$ cat src/rtl/lms2d_pkg.sv
`timescale 1ns / 1ps
// ----------------------------------------------------------------------------
// Local maximum suppression package
// Shared constants, register indexes, codes and types of the suppression block.
// ----------------------------------------------------------------------------
package lms2d_pkg;

    localparam int MAX_HEIGHT_DEF  = 128;
    localparam int MAX_WIDTH_DEF   = 128;
    localparam int MAX_KERNEL_DEF  = 9;
    localparam int SAMPLE_BITS_DEF = 16;

    localparam int ROW_W       = 7;
    localparam int COL_W       = 7;
    localparam int KSIZE_W     = 4;
    localparam int PLANE_W     = 8;
    localparam int CFG_DATA_W  = 8;
    localparam int CFG_INDEX_W = 2;
    localparam int COORD_W     = 9;

    localparam logic [CFG_INDEX_W-1:0] CFG_WINDOW_SIDE  = 2'd0;
    localparam logic [CFG_INDEX_W-1:0] CFG_PLANE_HEIGHT = 2'd1;
    localparam logic [CFG_INDEX_W-1:0] CFG_PLANE_WIDTH  = 2'd2;

    localparam logic [KSIZE_W-1:0] WINDOW_SIDE_RST  = 4'd3;
    localparam logic [PLANE_W-1:0] PLANE_HEIGHT_RST = 8'd128;
    localparam logic [PLANE_W-1:0] PLANE_WIDTH_RST  = 8'd128;

    typedef enum logic
    {
        OP_WRITE = 1'b0,
        OP_QUERY = 1'b1
    } opcode_t;

    typedef enum logic [2:0]
    {
        ST_IDLE,
        ST_BOUNDS,
        ST_LOAD,
        ST_SCAN,
        ST_FINISH
    } state_t;

    typedef logic [COORD_W-1:0] coord_t;

    typedef struct packed
    {
        logic load;
        logic step;
    } walk_ctrl_t;

    typedef struct packed
    {
        logic outside;
        logic last;
    } walk_stat_t;

endpackage

$ cat src/rtl/lms2d_walk.sv
`timescale 1ns / 1ps
// ----------------------------------------------------------------------------
// Window walker
// Clamps the registers, computes the clipped window and steps through it.
// ----------------------------------------------------------------------------
module lms2d_walk #(
    parameter int MAX_HEIGHT = lms2d_pkg::MAX_HEIGHT_DEF,
    parameter int MAX_WIDTH  = lms2d_pkg::MAX_WIDTH_DEF,
    parameter int MAX_KERNEL = lms2d_pkg::MAX_KERNEL_DEF
) (
    input  logic                            clk,
    input  logic                            rst_n,
    input  logic [lms2d_pkg::KSIZE_W-1:0]   window_side,
    input  logic [lms2d_pkg::PLANE_W-1:0]   plane_height,
    input  logic [lms2d_pkg::PLANE_W-1:0]   plane_width,
    input  logic [lms2d_pkg::ROW_W-1:0]     row,
    input  logic [lms2d_pkg::COL_W-1:0]     col,
    input  lms2d_pkg::walk_ctrl_t           ctrl,
    output lms2d_pkg::walk_stat_t           stat,
    output lms2d_pkg::coord_t               y,
    output lms2d_pkg::coord_t               x
);

    lms2d_pkg::coord_t kc, hc, wc, half, r, c, hs, ws, he, we;
    lms2d_pkg::coord_t y_reg, y_next, x_reg, x_next;
    lms2d_pkg::coord_t xs_reg, xs_next, ye_reg, ye_next, xe_reg, xe_next;

    always_comb
    begin
        if (window_side == '0)
            kc = lms2d_pkg::coord_t'(1);
        else if (int'(window_side) > MAX_KERNEL)
            kc = lms2d_pkg::coord_t'(MAX_KERNEL);
        else
            kc = lms2d_pkg::coord_t'(window_side);

        if (plane_height == '0)
            hc = lms2d_pkg::coord_t'(1);
        else if (int'(plane_height) > MAX_HEIGHT)
            hc = lms2d_pkg::coord_t'(MAX_HEIGHT);
        else
            hc = lms2d_pkg::coord_t'(plane_height);

        if (plane_width == '0)
            wc = lms2d_pkg::coord_t'(1);
        else if (int'(plane_width) > MAX_WIDTH)
            wc = lms2d_pkg::coord_t'(MAX_WIDTH);
        else
            wc = lms2d_pkg::coord_t'(plane_width);

        r    = lms2d_pkg::coord_t'(row);
        c    = lms2d_pkg::coord_t'(col);
        half = kc >> 1;
        hs   = (r >= half) ? r - half : '0;
        ws   = (c >= half) ? c - half : '0;
        he   = (hs + kc < hc) ? hs + kc : hc;
        we   = (ws + kc < wc) ? ws + kc : wc;

        stat.outside = (r >= hc) || (c >= wc);
        stat.last    = ((y_reg + lms2d_pkg::coord_t'(1)) == ye_reg)
                    && ((x_reg + lms2d_pkg::coord_t'(1)) == xe_reg);

        y_next  = y_reg;
        x_next  = x_reg;
        xs_next = xs_reg;
        ye_next = ye_reg;
        xe_next = xe_reg;
        if (ctrl.load)
        begin
            y_next  = hs;
            x_next  = ws;
            xs_next = ws;
            ye_next = he;
            xe_next = we;
        end
        else if (ctrl.step)
        begin
            if ((x_reg + lms2d_pkg::coord_t'(1)) == xe_reg)
            begin
                x_next = xs_reg;
                y_next = y_reg + lms2d_pkg::coord_t'(1);
            end
            else
            begin
                x_next = x_reg + lms2d_pkg::coord_t'(1);
            end
        end
    end

    always_ff @(posedge clk or negedge rst_n)
    begin
        if (!rst_n)
        begin
            y_reg  <= '0;
            x_reg  <= '0;
            xs_reg <= '0;
            ye_reg <= '0;
            xe_reg <= '0;
        end
        else
        begin
            y_reg  <= y_next;
            x_reg  <= x_next;
            xs_reg <= xs_next;
            ye_reg <= ye_next;
            xe_reg <= xe_next;
        end
    end

    assign y = y_reg;
    assign x = x_reg;

endmodule

$ cat config.mk
export PLATFORM = sky130hd
export DESIGN_NAME = lms2d_walk
export DESIGN_NICKNAME = d
export VERILOG_FILES = /design/src/rtl/lms2d_pkg.sv /design/src/rtl/lms2d_walk.sv
export SDC_FILE = /design/constraint.sdc
export NUM_CORES = 1
export LEC_CHECK = 0
export BUFFER_PORTS_ARGS = -buffer_cell sky130_fd_sc_hd__buf_4
export CELL_PAD_IN_SITES_DETAIL_PLACEMENT = 2
export CELL_PAD_IN_SITES_GLOBAL_PLACEMENT = 2
export CORE_MARGIN = 10
export CORE_UTILIZATION = 36
export DETAILED_ROUTE_END_ITERATION = 6
export GPL_TIMING_DRIVEN = 0
export PLACE_DENSITY = 0.78
export RECOVER_POWER = 100
export SLEW_MARGIN = 20
export SYNTH_ARGS = -nofsm -noshare
export SYNTH_HDL_FRONTEND = slang
export SYNTH_SLANG_ARGS = --single-unit
$ cat constraint.sdc
create_clock -name clk -period 2.5 [get_ports clk]
set_input_delay 0.125 -clock clk [delete_from_list [all_inputs] [get_ports clk]]
set_output_delay 0.125 -clock clk [all_outputs]
set_load 0.02 [all_outputs]
Yosys cells after proc, flatten, opt, wreduce, memory -nomap -nowiden
Cells that the tools add are included.
{ "op_classes": {"eq_ne": 2, "magnitude_cmp": 9, "n_addsub": 6, "reduce_logical": 8, "mux": 16} }
{ "ops": {"columns": ["operator", "n"], "rows": [
  ["$mux W9", 11],
  ["$mux W8", 4],
  ["$add A9 B1 Y9 const B", 2],
  ["$add A9 B9 Y9", 2],
  ["$eq A9 B9 Y1", 2],
  ["$ge A7 B9 Y1", 2],
  ["$lt A9 B9 Y1", 2],
  ["$sub A7 B8 Y9", 2],
  ["$ge A7 B8 Y1", 2],
  ["$gt A8 B8 Y1 const B", 2],
  ["$logic_not A8 Y1", 2],
  ["$gt A4 B4 Y1 const B", 1],
  ["$logic_not A4 Y1", 1],
  ["$mux W4", 1],
  ["$reduce_bool A2 Y1", 2],
  ["$reduce_and A2 Y1", 1],
  ["$logic_and A1 B1 Y1", 1],
  ["$logic_or A1 B1 Y1", 1]
]} }
{ "totals": {"inputBits": 38, "elab_cells": 46, "regBits": 45, "out_inout_bits": 20} }

Depth between registers and ports, before layout
{ "logic_depth": {"depth_word": 8, "mapped_depth": 22, "mapped_depth_nobuf": 21} }

Worst setup path before layout
Ideal clock, no wire load.
{ "synth_timing": {"path_kind": "input to register", "from": "input window_side[1] (netlist name)", "to": "register xe_reg[1]", "n_path_buf": 1, "t_required_ns": 2.375, "setup_ns": 0.125, "stages": 18, "arrival_time_ns": 4.163, "setup_slack_ns": -1.787, "path_cell_list": "nor2b_1 > ha_1 > inv_1 > fa_1 > a21boi_0 > ha_1 > a21o_1 > a21oi_1 > nor2b_1 > o21ai_0 > xnor2_1 > ha_1 > o21a_1 > o21a_1 > a221o_1 > buf_2 > mux2i_1 > mux2_2"} }
{ "synth_between": {"elab_chain_len": 8, "elab_cells_between_ends": 10, "classes_between": "2 x add/sub; 3 x order compare; 4 x mux; 1 x reduce/logical"} }
{ "synth_rtl": {"columns": ["element", "line_no", "rtl"], "rows": [
  ["start: declaration", "lms2d_walk.sv:13", "input logic [lms2d_pkg::KSIZE_W-1:0] window_side,"],
  ["$gt A4 B4 Y1", "lms2d_walk.sv:32", "else if (int'(window_side) > MAX_KERNEL)"],
  ["$mux W4", "lms2d_walk.sv:32", null],
  ["$mux W9 *", "lms2d_walk.sv:30", "if (window_side == '0)"],
  ["$sub A7 B8 Y9 / $ge A7 B8 Y1 (equally long branches)", "lms2d_walk.sv:55", "ws = (c >= half) ? c - half : '0;"],
  ["$mux W9 *", "lms2d_walk.sv:55", null],
  ["via ws[1]", "lms2d_walk.sv:24", "lms2d_pkg::coord_t kc, hc, wc, half, r, c, hs, ws, he, we;"],
  ["$add A9 B9 Y9 *", "lms2d_walk.sv:57", "we = (ws + kc < wc) ? ws + kc : wc;"],
  ["$lt A9 B9 Y1", "lms2d_walk.sv:57", null],
  ["$mux W9 *", "lms2d_walk.sv:57", null],
  ["end signal: assignment", "lms2d_walk.sv:106", "xe_reg <= xe_next;"],
  ["end: declaration", "lms2d_walk.sv:26", "lms2d_pkg::coord_t xs_reg, xs_next, ye_reg, ye_next, xe_reg, xe_next;"]
]} }
The timed path passes the listed nets; every way through them passes the cells marked *.
A chain may end at the register's enable or synchronous reset.

Worst setup path after layout
{ "layout_timing": {"from": "input window_side[3] (netlist name)", "to": "register xe_reg[0]"} }
{ "layout_between": {"elab_chain_len": 8, "elab_cells_between_ends": 10, "classes_between": "2 x add/sub; 3 x order compare; 4 x mux; 1 x reduce/logical"} }
{ "layout_rtl": {"columns": ["element", "line_no"], "rows": [
  ["$gt A4 B4 Y1", "lms2d_walk.sv:32"],
  ["$mux W4", "lms2d_walk.sv:32"],
  ["$mux W9 *", "lms2d_walk.sv:30"],
  ["$sub A7 B8 Y9 / $ge A7 B8 Y1 (equally long branches)", "lms2d_walk.sv:55"],
  ["$mux W9", "lms2d_walk.sv:55"],
  ["$add A9 B9 Y9 *", "lms2d_walk.sv:57"],
  ["$lt A9 B9 Y1", "lms2d_walk.sv:57"],
  ["$mux W9 *", "lms2d_walk.sv:57"]
]} }
Mark *: on every way between the ends. The rest lies on a longest branch, timed or not.

==> flow_metrics.env <==
export IMPL_outcome="complete, but fails checks"
export IMPL_violations="setup timing"
export IMPL_clkSinkCount=45
export IMPL_yosysMostFrequentCell="dfrtp_1"
export IMPL_ys_seq_area_share_pct=25.87
export IMPL_yosys_top_cells_count="dfrtp_1, ha_1, a21oi_1"
export IMPL_die_area_um2=16890
export IMPL_ir_drop_mv=0.3187
export IMPL_nets=697
export IMPL_synth_cells=497
export IMPL_cts_buffers=5
export IMPL_synth_mux_area_share_pct=6.870
export IMPL_die_y_um=130.0
export IMPL_gp_congestion=0.8279
export IMPL_async_flop_share_pct=100.0
export IMPL_cts_root_buffer="clkbuf_16"
export IMPL_dp_cells=698
export IMPL_htreeDepth=2
export IMPL_synth_main_ff_cell="dfrtp_1"
export IMPL_io_pins=58
export IMPL_synth_top_family_by_area="simple AND/OR/NAND/NOR gates"
export IMPL_initial_core_util_pct=36.54
export IMPL_synth_area_leaders="dfrtp_1, ha_1, xnor2_1, mux2i_1, a21oi_1"
export IMPL_synthToLayoutAreaGrowth_pct=43.86
export IMPL_max_slew_margin_pct=20.98
export IMPL_grt_util_all_layers_pct=20.72
export IMPL_grt_overflow_total=0
export IMPL_cts_tree="yes"
export IMPL_synth_warnings=0
export IMPL_setup_viol=25
export IMPL_yosysTopAreaCellShare_pct=25.87
export IMPL_cp_start_kind="primary input"
export IMPL_yosys_area_share_xor_xnor_pct=11.33
export IMPL_grt_max_degree=46
export IMPL_drv_cap=0
export IMPL_drc=0
export IMPL_num_antenna_cells=0
export IMPL_postRouteAntennaNets=0
export IMPL_clkLatencyLatePin_ns=0.29
export IMPL_cp_required_ns=2.64
export IMPL_ys_seq_elements=45
export IMPL_fin_skew_ns=0.008007
export IMPL_final_layout_size_suffix_gt1_share_pct=37.09
export IMPL_hold_viol_final=0
export IMPL_synth_enable_flop_cells=0
export IMPL_syn_area_um2=4353
export IMPL_drtIter0Drc=329
export IMPL_critPathKind="in -> reg"
export IMPL_synth_top_area_cell="dfrtp_1"
export IMPL_layout_min_cycle_time_ns=4.173
export IMPL_leakage_nw=2.705
export IMPL_core_area_um2=11910
export IMPL_worst_pin_slew_ns=1.185
export IMPL_synth_simple_area_share_pct=18.63
export IMPL_power_density_nw_per_um2=635.6
export IMPL_cts_buffer_depth=2
export IMPL_cts_clk_slew_worst_paths_ns=0.07
export IMPL_critical_path_peak_fanout=5
export IMPL_first_pass_iters=4
export IMPL_post_drt_wl_per_cell_um=29.42
export IMPL_hp_class="in -> reg"
export IMPL_via_count=4525
export IMPL_whs_ns=0.2018
export IMPL_grt_pass1_vias=4867
export IMPL_max_freq_mhz=239.6
export IMPL_syn_avg_cell_area_um2=8.758
export IMPL_synth_compound_area_share_pct=18.45
export IMPL_rows=40
export IMPL_fin_crit_sh_pct=166.9
export IMPL_grt_pass1_wl_um=27430
export IMPL_grt_antenna_before_repair=0
export IMPL_routed_wl_um=22330
export IMPL_viasPerCell=5.962
export IMPL_die_width_um=130.0
export IMPL_p_total_mw=3.980
export IMPL_fin_tns_setup_ns=-25.41
export IMPL_numPortBuffers=54
export IMPL_fin_cells=759
export IMPL_rsz0062_at_grt="yes"
export IMPL_setup_ws_ns=-1.673
export IMPL_maxSlewViolCount=0
export IMPL_yosysUniqueCellTypes=59
export IMPL_dp_hpwl_um=12220
export IMPL_worstPathArrival_ns=4.31
export IMPL_synthAdderAreaFrac_pct=14.49
export IMPL_syn_nets=583
export IMPL_dp_slack_ns=-1.941
export IMPL_timing_critical_path_to_type="flip-flop"
==> placed cells by master, fill, tap and decap left out, drive strengths merged, types with 19 or more instances in the layout <==
| cell | synthesis | layout |
|---|---|---|
| clkbuf | 13 | 33 |
| o21ai | 33 | 33 |
| nand2 | 32 | 32 |
| dfrtp | 45 | 45 |
| buf | 6 | 98 |
| mux2i | 19 | 19 |
| inv | 28 | 28 |
| ha | 44 | 44 |
| nor2b | 20 | 20 |
| xnor2 | 27 | 27 |
| xor2 | 19 | 19 |
| a21oi | 37 | 37 |
| nor2 | 34 | 34 |
==> metal layers <==
layer  wire [µm]  vias to the layer above  track usage [%]
li1            -                     2006                -
met1        8967                     2324            25.48
met2       11720                      138            37.73
met3         707                       57            2.028
met4         935                        0            5.291
met5           0                        -                0
==> metrics by stage <==
stage | instance area [µm²] | utilization [%]
final | 6262 | 52.57
after global routing | 6262 | 52.57
after CTS | 5731 | 48.11
after detailed placement | 5116 | 42.95
after global placement | 5116 | 42.95
after floorplan | 4527 | -
==> final timing paths <==
path	startpoint	cells after the start	slack (ns)	end
max	window_side[3]	17	-1.67	xe_reg[0]$_DFFE_PN0P_
min	plane_width[2]	3	0.20	xe_reg[2]$_DFFE_PN0P_
max reg2reg	x[0]$_DFFE_PN0P_	11	-0.10	x[1]$_DFFE_PN0P_
min reg2reg	ye_reg[8]$_DFFE_PN0P_	1	0.53	ye_reg[8]$_DFFE_PN0P_
max in group asynchronous	rst_n	2	1.17	y[2]$_DFFE_PN0P_
min in group asynchronous	rst_n	2	0.61	x[5]$_DFFE_PN0P_
==> area by class of cell <==
type	count	area (µm²)
fillers	1252	5649
repair buffers	110	815.8
multi-input cells	405	3750
inverters	28	121.4
clock inverters	2	37.54
clock buffers	6	138.9
flip-flops and latches	45	1126
well taps	147	183.9
plain buffers	16	88.84
==> where the power goes <==
group,switching (mW),internal (mW)
sequential,0.175,0.854
clock,0.301,0.499
combinational,1.18,0.975
==> worst max-delay path: stages <==
cell      delay, ns
buf_12         0.12
nor2b_4        0.20
ha_4           0.19
inv_1          0.07
fa_2           0.39
a211oi_1       0.55
xnor2_1        0.26
a31oi_4        0.35
o211ai_1       0.19
xor2_1         0.30
ha_1           0.33
a211oi_2       0.23
o211ai_1       0.12
a221o_1        0.37
buf_6          0.16
mux2i_2        0.22
a21oi_1        0.14
==> logic make-up (layout without fill, tap and decap cells) <==
group | Yosys count | after routing
AND/OR/NAND/NOR | 155 | 155
AO/OA/AOI/OAI | 124 | 124
adder cells (fa/ha/maj) | 48 | 48
flip-flops | 45 | 45
XOR/XNOR | 50 | 50
buffers and inverters | 47 | 162
multiplexers | 28 | 28
==> timing repair <==
item / in CTS / in global routing
endpoints found under the hold margin: 45 / 0
resized for setup: 44 / 85
setup buffers: 32 / 21
pin swaps: 40 / 64
gates cloned: 2 / 0
hold buffers: 1 / 0
endpoints found under the setup margin: 32 / 31
Note: power is estimated with default switching activity, not from simulation.
